==> config.mk <==
export PLATFORM = sky130hd
export DESIGN_NAME = fifo_queue_with_prefix_reverse
export DESIGN_NICKNAME = d
export VERILOG_FILES = /design/src/sv/fqpr_pkg.sv /design/src/sv/fqpr_ctrl.sv /design/src/sv/fqpr_datapath.sv /design/src/sv/fifo_queue_with_prefix_reverse.sv
export SDC_FILE = /design/constraint.sdc
export NUM_CORES = 1
export LEC_CHECK = 0
export ABC_AREA = 0
export BUFFER_PORTS_ARGS = -buffer_cell sky130_fd_sc_hd__buf_2
export CAP_MARGIN = 10
export CORE_MARGIN = 2
export CORE_UTILIZATION = 62
export CTS_CLUSTER_DIAMETER = 120
export DETAILED_ROUTE_END_ITERATION = 8
export GPL_TIMING_DRIVEN = 0
export PLACE_DENSITY = 0.8
export SYNTH_ARGS = -nofsm -noshare
export SYNTH_HDL_FRONTEND = slang
export SYNTH_HIERARCHICAL = 1
export SYNTH_SLANG_ARGS = --single-unit
==> constraint.sdc <==
create_clock -name clk -period 15.2 [get_ports clk]
set_input_delay 3.04 -clock clk [delete_from_list [all_inputs] [get_ports clk]]
set_output_delay 3.04 -clock clk [all_outputs]
set_load 0.01 [all_outputs]
==> src/sv/fqpr_pkg.sv <==
// ----------------------------------------------------------------------------
// FIFO queue with prefix reverse - package
// Field widths, opcode and status codes, controller states and the
// command/status bundles between controller and datapath.
// ----------------------------------------------------------------------------
package fqpr_pkg;

    localparam int DEPTH_DEFAULT = 16;

    localparam int OP_W     = 3;
    localparam int DATA_W   = 32;
    localparam int K_W      = 5;
    localparam int STATUS_W = 2;
    localparam int SIZE_W   = 5;
    localparam int SWAP_W   = K_W - 1;

    typedef logic [OP_W-1:0]            opcode_t;
    typedef logic signed [DATA_W-1:0]   data_t;
    typedef logic [STATUS_W-1:0]        status_t;

    localparam opcode_t OP_PUSH    = 3'd0;
    localparam opcode_t OP_POP     = 3'd1;
    localparam opcode_t OP_PEEK    = 3'd2;
    localparam opcode_t OP_SIZE    = 3'd3;
    localparam opcode_t OP_REVERSE = 3'd4;

    localparam status_t ST_OK    = 2'd0;
    localparam status_t ST_EMPTY = 2'd1;
    localparam status_t ST_FULL  = 2'd2;
    localparam status_t ST_RANGE = 2'd3;

    typedef enum logic [2:0] {
        S_IDLE,
        S_EXEC,
        S_RD_A,
        S_RD_B,
        S_WR_A,
        S_WR_B,
        S_DONE
    } state_t;

    typedef struct packed {
        logic capture;
        logic exec;
        logic rd_a;
        logic rd_b;
        logic wr_a;
        logic wr_b;
        logic load_out;
    } cmd_t;

    typedef struct packed {
        logic swap_go;
        logic last_swap;
        logic out_free;
    } stat_t;

endpackage

==> src/sv/fqpr_ctrl.sv <==
// ----------------------------------------------------------------------------
// FIFO queue with prefix reverse - controller
// Sequences one request at a time: execute, swap loop, result hand-off.
// ----------------------------------------------------------------------------
module fqpr_ctrl
    import fqpr_pkg::*;
(
    input  logic  clk,
    input  logic  rst_n,
    input  logic  in_valid,
    output logic  in_stall,
    input  stat_t stat,
    output cmd_t  cmd
);

    state_t state_reg;
    state_t state_next;
    logic   accept;

    always_ff @(posedge clk or negedge rst_n)
    begin
        if (!rst_n)
        begin
            state_reg <= S_IDLE;
        end
        else
        begin
            state_reg <= state_next;
        end
    end

    always_comb
    begin
        state_next = state_reg;
        case (state_reg)
            S_IDLE:
            begin
                if (in_valid)
                begin
                    state_next = S_EXEC;
                end
            end
            S_EXEC:
            begin
                state_next = stat.swap_go ? S_RD_A : S_DONE;
            end
            S_RD_A: state_next = S_RD_B;
            S_RD_B: state_next = S_WR_A;
            S_WR_A: state_next = S_WR_B;
            S_WR_B:
            begin
                state_next = stat.last_swap ? S_DONE : S_RD_A;
            end
            S_DONE:
            begin
                if (stat.out_free)
                begin
                    state_next = in_valid ? S_EXEC : S_IDLE;
                end
            end
            default: state_next = S_IDLE;
        endcase
    end

    always_comb
    begin
        in_stall = 1'b1;
        cmd      = '0;
        case (state_reg)
            S_IDLE: in_stall = 1'b0;
            S_EXEC: cmd.exec = 1'b1;
            S_RD_A: cmd.rd_a = 1'b1;
            S_RD_B: cmd.rd_b = 1'b1;
            S_WR_A: cmd.wr_a = 1'b1;
            S_WR_B: cmd.wr_b = 1'b1;
            S_DONE:
            begin
                cmd.load_out = stat.out_free;
                in_stall     = !stat.out_free;
            end
            default: in_stall = 1'b1;
        endcase
        accept      = in_valid && !in_stall;
        cmd.capture = accept;
    end

endmodule

==> src/sv/fqpr_datapath.sv <==
// ----------------------------------------------------------------------------
// FIFO queue with prefix reverse - datapath
// Ring buffer store, head/count, swap walker and the result register.
// ----------------------------------------------------------------------------
module fqpr_datapath
    import fqpr_pkg::*;
#(
    parameter int DEPTH = DEPTH_DEFAULT
)
(
    input  logic                clk,
    input  logic                rst_n,
    input  cmd_t                cmd,
    output stat_t               stat,
    input  logic [OP_W-1:0]     opcode,
    input  logic signed [DATA_W-1:0] push_value,
    input  logic [K_W-1:0]      prefix_length,
    output logic                out_valid,
    input  logic                out_stall,
    output logic [STATUS_W-1:0] status,
    output logic signed [DATA_W-1:0] data_out,
    output logic [SIZE_W-1:0]   size_out
);

    localparam int IDX_W = $clog2(DEPTH);
    localparam int CNT_W = $clog2(DEPTH + 1);
    localparam int OFF_W = (CNT_W > K_W) ? CNT_W : K_W;
    localparam int SUM_W = OFF_W + 1;

    data_t mem [DEPTH];

    // request registers
    opcode_t          op_reg;
    data_t            value_reg;
    logic [K_W-1:0]   k_reg;

    // queue control state
    logic [IDX_W-1:0] head_reg;
    logic [IDX_W-1:0] head_next;
    logic [CNT_W-1:0] count_reg;
    logic [CNT_W-1:0] count_next;

    // swap walker
    logic [SWAP_W-1:0] i_reg;
    data_t             tmp_reg;
    data_t             rd_data_reg;

    // pending result
    status_t res_status_reg;
    status_t res_status_next;
    logic    res_read_reg;
    logic    res_read_next;

    logic    out_valid_reg;
    logic    out_valid_next;
    status_t status_reg;
    data_t   data_reg;
    logic [SIZE_W-1:0] size_reg;

    // memory port
    logic             mem_we;
    logic             mem_re;
    logic [IDX_W-1:0] mem_addr;
    data_t            mem_wdata;

    logic             full;
    logic             empty;
    logic             k_range;
    logic [OFF_W-1:0] off_b;
    logic [IDX_W-1:0] slot_a;
    logic [IDX_W-1:0] slot_b;
    logic [OFF_W-1:0] cnt_ext;

    function automatic logic [IDX_W-1:0] slot_of(input logic [IDX_W-1:0] head,
                                                 input logic [OFF_W-1:0] off);
        logic [SUM_W-1:0] sum;
        begin
            sum = SUM_W'(head) + SUM_W'(off);
            if (sum >= SUM_W'(DEPTH))
            begin
                sum = sum - SUM_W'(DEPTH);
            end
            return sum[IDX_W-1:0];
        end
    endfunction

    always_comb
    begin
        full    = (count_reg == CNT_W'(DEPTH));
        empty   = (count_reg == '0);
        k_range = (OFF_W'(k_reg) > OFF_W'(count_reg));
        off_b   = OFF_W'(k_reg) - OFF_W'(i_reg) - OFF_W'(1);
        slot_a  = slot_of(head_reg, OFF_W'(i_reg));
        slot_b  = slot_of(head_reg, off_b);
        cnt_ext = OFF_W'(count_reg);

        stat.swap_go   = (op_reg == OP_REVERSE) && !k_range && (k_reg[K_W-1:1] != '0);
        stat.last_swap = ((i_reg + SWAP_W'(1)) == k_reg[K_W-1:1]);
        stat.out_free  = !out_valid_reg || !out_stall;
    end

    // execute step, swap-loop memory traffic and the result valid flag
    always_comb
    begin
        head_next       = head_reg;
        count_next      = count_reg;
        res_status_next = res_status_reg;
        res_read_next   = res_read_reg;
        mem_we          = 1'b0;
        mem_re          = 1'b0;
        mem_addr        = slot_a;
        mem_wdata       = rd_data_reg;

        if (cmd.exec)
        begin
            res_status_next = ST_OK;
            res_read_next   = 1'b0;
            case (op_reg)
                OP_PUSH:
                begin
                    if (full)
                    begin
                        res_status_next = ST_FULL;
                    end
                    else
                    begin
                        mem_we     = 1'b1;
                        mem_addr   = slot_of(head_reg, cnt_ext);
                        mem_wdata  = value_reg;
                        count_next = count_reg + CNT_W'(1);
                    end
                end
                OP_POP, OP_PEEK:
                begin
                    if (empty)
                    begin
                        res_status_next = ST_EMPTY;
                    end
                    else
                    begin
                        mem_re        = 1'b1;
                        mem_addr      = head_reg;
                        res_read_next = 1'b1;
                        if (op_reg == OP_POP)
                        begin
                            head_next  = slot_of(head_reg, OFF_W'(1));
                            count_next = count_reg - CNT_W'(1);
                        end
                    end
                end
                OP_REVERSE:
                begin
                    if (k_range)
                    begin
                        res_status_next = ST_RANGE;
                    end
                end
                default: res_status_next = ST_OK;
            endcase
        end
        else if (cmd.rd_a)
        begin
            mem_re   = 1'b1;
            mem_addr = slot_a;
        end
        else if (cmd.rd_b)
        begin
            mem_re   = 1'b1;
            mem_addr = slot_b;
        end
        else if (cmd.wr_a)
        begin
            mem_we    = 1'b1;
            mem_addr  = slot_a;
            mem_wdata = rd_data_reg;
        end
        else if (cmd.wr_b)
        begin
            mem_we    = 1'b1;
            mem_addr  = slot_b;
            mem_wdata = tmp_reg;
        end

        if (cmd.load_out)
        begin
            out_valid_next = 1'b1;
        end
        else if (out_valid_reg && !out_stall)
        begin
            out_valid_next = 1'b0;
        end
        else
        begin
            out_valid_next = out_valid_reg;
        end
    end

    always_ff @(posedge clk)
    begin
        if (mem_we)
        begin
            mem[mem_addr] <= mem_wdata;
        end
        if (mem_re)
        begin
            rd_data_reg <= mem[mem_addr];
        end
    end

    always_ff @(posedge clk or negedge rst_n)
    begin
        if (!rst_n)
        begin
            head_reg      <= '0;
            count_reg     <= '0;
            out_valid_reg <= 1'b0;
        end
        else
        begin
            head_reg      <= head_next;
            count_reg     <= count_next;
            out_valid_reg <= out_valid_next;
        end
    end

    always_ff @(posedge clk)
    begin
        res_status_reg <= res_status_next;
        res_read_reg   <= res_read_next;
        if (cmd.capture)
        begin
            op_reg    <= opcode;
            value_reg <= push_value;
            k_reg     <= prefix_length;
        end
        if (cmd.exec)
        begin
            i_reg <= '0;
        end
        else if (cmd.wr_b)
        begin
            i_reg <= i_reg + SWAP_W'(1);
        end
        if (cmd.rd_b)
        begin
            tmp_reg <= rd_data_reg;
        end
        if (cmd.load_out)
        begin
            status_reg <= res_status_reg;
            data_reg   <= res_read_reg ? rd_data_reg : '0;
            size_reg   <= cnt_ext[SIZE_W-1:0];
        end
    end

    assign out_valid = out_valid_reg;
    assign status    = status_reg;
    assign data_out  = data_reg;
    assign size_out  = size_reg;

endmodule

==> src/sv/fifo_queue_with_prefix_reverse.sv <==
// Flow: a request passes through the execute and done states to the result
//   register; an in-range prefix reverse of k entries adds floor(k/2) swaps.
// Requests: one in flight; the next is taken as the result is loaded. Each
//   swap is read, read, write, write on the single port of the entry store.
// Reset: rst_n is asynchronous, active low; it empties the queue (head and
//   count to zero) and drops any pending result. Entry store is not cleared.
// ----------------------------------------------------------------------------
// FIFO queue with prefix reverse - top level
// Bounded ring-buffer FIFO of signed words with push, pop, peek, size and
// in-place reversal of the first k entries; one result per request.
// ----------------------------------------------------------------------------
module fifo_queue_with_prefix_reverse
    import fqpr_pkg::*;
#(
    parameter int DEPTH = DEPTH_DEFAULT
)
(
    input  logic                     clk,
    input  logic                     rst_n,
    // request channel
    input  logic                     in_valid,
    output logic                     in_stall,
    input  logic [OP_W-1:0]          opcode,
    input  logic signed [DATA_W-1:0] push_value,
    input  logic [K_W-1:0]           prefix_length,
    // result channel
    output logic                     out_valid,
    input  logic                     out_stall,
    output logic [STATUS_W-1:0]      status,
    output logic signed [DATA_W-1:0] data_out,
    output logic [SIZE_W-1:0]        size_out
);

    cmd_t  cmd;
    stat_t stat;

    // Controller: one request in flight. It takes the next request in the
    // same cycle it hands the current result to the result register, so a
    // result that waits on out_stall does not hold up the request side
    // until the following result is due.
    fqpr_ctrl u_ctrl
    (
        .clk      (clk),
        .rst_n    (rst_n),
        .in_valid (in_valid),
        .in_stall (in_stall),
        .stat     (stat),
        .cmd      (cmd)
    );

    // Datapath: entry store with registered read, head/count, the swap
    // walker for reverse, and the result register that drives the outputs.
    // Empty pop/peek, full push and out-of-range reverse leave state alone
    // and only flag the status.
    fqpr_datapath #(
        .DEPTH (DEPTH)
    ) u_datapath
    (
        .clk           (clk),
        .rst_n         (rst_n),
        .cmd           (cmd),
        .stat          (stat),
        .opcode        (opcode),
        .push_value    (push_value),
        .prefix_length (prefix_length),
        .out_valid     (out_valid),
        .out_stall     (out_stall),
        .status        (status),
        .data_out      (data_out),
        .size_out      (size_out)
    );

endmodule

# [Word level (Yosys, flattened, before mapping)]
# Memory sizes are Yosys's and may differ from the RTL's. A register that Yosys moved wholly into a read port is not among the register bits.
# Index checks and enable logic that the tools add are counted.
[classes] n_lt_le_gt_ge=5 eq_ne=16 add_sub_neg=13 bitwise=1 reduce_logical=20 muxes=56
[ops] operator="2-to-1 mux 32 bit" count=7
[ops] operator="2-to-1 mux 4 bit" count=11
[ops] operator="2-to-1 mux 1 bit" count=24
[ops] operator="case mux 3 bit (7 select lines)" count=1
[ops] operator="subtractor 4 x 1 -> 4 bit (second input constant)" count=4
[ops] operator="2-to-1 mux 5 bit" count=3
[ops] operator="adder 4 x 5 -> 6 bit" count=2
[ops] operator="== test 3 bit (second input constant)" count=4
[ops] operator="greater-or-equal comparator 6 x 5 -> 1 bit (second input constant)" count=2
[ops] operator="2-to-1 mux 3 bit" count=4
[ops] operator="greater-or-equal comparator 5 bit (second input constant)" count=2
[ops] operator="case mux 5 bit (2 select lines)" count=1
[ops] operator="subtractor 5 x 1 -> 5 bit (second input constant)" count=2
[ops] operator="== test 3 x 2 -> 1 bit (second input constant)" count=3
[ops] operator="case mux 4 bit (2 select lines)" count=1
[ops] operator="== test 3 x 1 -> 1 bit (second input constant)" count=2
[ops] operator="zero test 3 bit" count=2
[ops] operator="inequality test 2 bit (second input constant)" count=3
[ops] operator="case mux 2 bit (3 select lines)" count=1
[ops] operator="adder 4 x 1 -> 5 bit (second input constant)" count=1
[ops] operator="adder 4 x 4 -> 5 bit" count=1
[ops] operator="adder 5 x 1 -> 5 bit (second input constant)" count=1
[ops] operator="== test 5 bit (second input constant)" count=1
[ops] operator="> comparator 5 bit" count=1
[ops] operator="17 further kinds" count=27
[totals] memories=1 inputBits=44 ramBits=512 ff_bits=131 wordCells=126 output_inout_bits=41
[memory_table] memory="u_datapath.mem" words=16 width=32 rd=1 rd_clocked_by_memory_dff=1 write_ports=1 line_no="fqpr_datapath.sv:30" source="data_t mem [DEPTH];"

# [Logic depth before layout (Yosys ltp)]
[logic_depth] depth_word=10 ltp_mapped=14 mapped_depth_nobuf=13

# [Modules after synthesis]
# Netlist, hierarchy kept.
[modules_own_cells] mod="fqpr_datapath" instances=1 cells_each=1366 area_per_inst_um2=26536.7 seq_area_each_um2=20089.3
[modules_own_cells] mod="fqpr_ctrl" instances=1 cells_each=30 area_per_inst_um2=252.7 seq_area_each_um2=75.1

# [Least setup slack after synthesis]
# No wires, ideal clock.
[synth_timing] path_kind="input to output" from="input out_stall" to="output in_stall" arrival_time_ns=3.398 path_slack_ns=8.762 required_ns=12.160 cell_stages=4 n_path_buf=0 path_cell_list="nand2_1 nand3_2 o21ai_2 nand2b_1"
[synth_between] elab_chain_cells=4
[synth_lines] element="from (decl)" line_no="fifo_queue_with_prefix_reverse.sv:28" source="input logic out_stall,"
[synth_lines] element="zero test 1 bit" line_no="fqpr_datapath.sv:99" source="stat.out_free = !out_valid_reg || !out_stall;"
[synth_lines] element="logical OR 1 bit" line_no="fqpr_datapath.sv:99"
[synth_lines] element="zero test 1 bit" line_no="fqpr_ctrl.sv:79" source="in_stall = !stat.out_free;"
[synth_lines] element="case mux 1 bit (2 select lines)" line_no="fqpr_ctrl.sv:69" source="case (state_reg)"
[synth_lines] element="to (decl)" line_no="fifo_queue_with_prefix_reverse.sv:22" source="output logic in_stall,"
# No other way between the ends.

==> key figures <==
STA
  • Slew margin rel.: around 16%
  • # setup viols final: 0
  • Final period util: approximately 44%
  • Final TNS setup: 0 ns
  • Worst clock skew: 0.0255 ns
  • Fin. max-slew vios: 0
  • RSZ-0062 raised after global routing: false
  • F_max: between 100 and 150 MHz
  • Fin. Hold Viols: 0
  • Worst-margin pin slew: ~1.3 ns
  • Final min period: 6.72 ns

Yosys
  • Register area share after synthesis: between 70% and 80%
  • Number of synthesized flops with an enable pin: 658
  • Mean Syn Cell Area: around 19 µm²
  • Ys flop type: edfxtp_1
  • Cells after Synth: about 1.4k
  • Count of cell types in the netlist: 62
  • Synth warn: 6
  • Mapped Nets: around 1.5k
  • Post-synth ARST share: roughly 1.9%
  • Mapped cell area: between 0.02 and 0.03 mm²
  • Synthesis-stage register bit count: around 680

Cells and area
  • Commonest cells after routing, fill and taps aside: edfxtp_1, mux4_2, nand2_1
  • Fill count: approximately 2.4k
  • Share of cells above drive strength 1: about 26%
  • # diodes: 0
  • Commonest non-fill, non-tap cell in the layout: edfxtp_1
  • Nets: 1665
  • Max reg flops: between 500 and 600
  • Post-layout util: 72.1%
  • Most flops, register: u_datapath/mem
  • Layout area overhead: 15.3%

Die
  • Placeable Area: between 0.04 and 0.05 mm²
  • Number of core rows: 76
  • Die width: around 210 µm
  • Die area: between 0.04 and 0.05 mm²
  • I/O pin count: 85
  • Die H: roughly 210 µm
  • Initial Utilization: 62.5%

Route
  • Final wirelength: roughly 64 mm
  • Drt pass-1 iters: 6
  • Vias/cell: approximately 6.6
  • Vias: between 10k and 15k
  • Post-DRT Antenna Nets: 0
  • Drt drc: 0
  • Routed wire per std cell: between 20 and 30 µm
  • Initial drt markers: about 1.9k

Pwr
  • Maximum vdd drop: 124 µV
  • Pwr dens: 262 mW/mm²
  • Leakage: between 10 and 15 nW

Setup path
  • CP Capture Type: primary output
  • Worst endpoint required time: around 12 ns
  • Worst path max stage delay: around 0.16 ns
  • Crit-path slowest cell: nand2_1
  • Reg2Reg Depth: 15
  • Cell mode on critical path: buf_2
  • Crit start category: primary input
  • Worst setup path category: primary input to primary output
  • Crit-path max FO: 5
  • CP Cell Sequence: buf_2 > nand2_1 > nand3_2 > o21ai_2 > nand2b_1 > buf_2
  • R2r startpoint: u_datapath/i_reg[0]
  • R2r endpoint: u_datapath/mem[1][10]
  • R2R Setup Slk: ~10 ns
  • Critical Path AT: 3.68 ns

CTS
  • Depth of the CTS H-tree: 3
  • Resized cells post-CTS: 0
  • CTS Buf Count: between 60 and 70
  • CTS sink count: just under 700
  • # Post-CTS Setup Buffers: 0
  • Clk buf depth: 3
  • Clk Latency, worst-skew pair: roughly 0.60 ns
  • Clk root buf: clkbuf_16
  • TritonCTS clock tree: yes
  • Clock slew at reported path FFs: 0.05 ns
  • Cts-stage hold buffer count: 0

Placed design
  • Port Buffer Count: 84
  • GPL Wtd Cong: 0.806
  • Hpwl dp: around 40 mm

Status
  • Outcome: finished clean

Flow run
  • Max Cap Viol: 0

Hold path
  • Worst min-delay path class: register to register
  • Hold Path Depth: 0
  • Worst hold path startpoint: u_datapath/res_status_reg[1]
  • Hold Path Sink: u_datapath/status[1]

Global route
  • Overflow after GRT: 0
  • Vias in the first global route: around 15k
  • Largest net degree at the start of global routing: 41
  • Initial antenna violation count: 1
  • First-pass GRT wire length: between 90 and 100 mm
  • GRT Resource Usage Total: 29.4%
critical path, delay by kind of cell:
family | cells | cell delay [ns]
simple gates | 3 | 0.33
buf+inv | 2 | 0.22
compound gates | 1 | 0.07
cell families (layout without fill, tap and decap cells):
logic type                 count (synthesis)  after routing  share of synthesized area (%)
xor gates and xnor gates                  26             26                          0.901
and+or+nand+nor                          257            257                           4.84
muxes                                    132            132                           10.9
buffers and inverters                     93            342                           1.74
adders and majority gates                 27             27                           1.40
DFF                                      675            675                           75.3
AOI/OAI and AO/OA                        186            186                           4.93
metrics by stage:
stage	instances	power [W]	worst slack [ns]	hold slack (ns)	instance area (µm²)
global placement	2065	0.00609	7.55	0.406	27900
CTS	2206	0.00799	8.48	0.420	30700
detailed placement	2085	0.00632	8.48	0.407	28600
floorplan	1396	0.00525	8.76	0.400	26800
global route	2230	0.00839	8.42	0.431	30900
finish	2230	0.00808	8.48	0.418	30900
worst max-delay path by stage:
stage,start,end,slack [ns],cells after the start
2_1_floorplan,out_stall,in_stall,8.76,4
3_3_place_gp,u_ctrl/state_reg[2],u_datapath/rd_data_reg[15],7.55,5
3_5_place_dp,out_stall,in_stall,8.48,6
4_1_cts,out_stall,in_stall,8.48,6
5_1_grt,out_stall,in_stall,8.42,6
6_report,out_stall,in_stall,8.48,6
per-layer routing:
layer | share of wire [%] | vias to the layer above | GRT usage [%]
met2 | 50 | 932 | 48.8
met5 | 0 | - | 0
met3 | 10 | 179 | 6.17
met4 | 4.0 | 0 | 12.0
met1 | 36 | 7575 | 38.4
li1 | - | 6052 | -
power breakdown:
part	total, W	switching, W	internal (W)
sequential	0.00298	0.000137	0.00285
clock	0.00161	0.000683	0.000925
combinational	0.00349	0.00209	0.00140
cell usage after synthesis (11+ instances only):
master    count  area (µm²)
a211oi_1     31         233
a21oi_1      13        65.1
a22oi_1      64         480
a31oi_1      34         213
and2_1       34         213
buf_2        21         105
clkbuf_1     35         131
dfrtp_1      13         325
edfxtp_1    658       19800
ha_1         22         275
inv_1        18        67.6
mux4_2      128        2880
nand2_1     111         417
nand2b_1     11        68.8
nor2_1       30         113
nor2b_1      34         213
xnor2_1      15         131
layout make-up:
type | count | area (µm²) | area share (%)
plain buffers | 72 | 387 | 1.25
clock buffers | 84 | 1830 | 5.91
clock inverters | 37 | 305 | 0.988
inverters | 21 | 78.8 | 0.255
multi-input cells | 628 | 6340 | 20.5
flip-flops and latches | 675 | 20200 | 65.3
well taps | 585 | 732 | 2.37
repair buffers | 128 | 1070 | 3.47
Power figures use the tool's default switching activity.
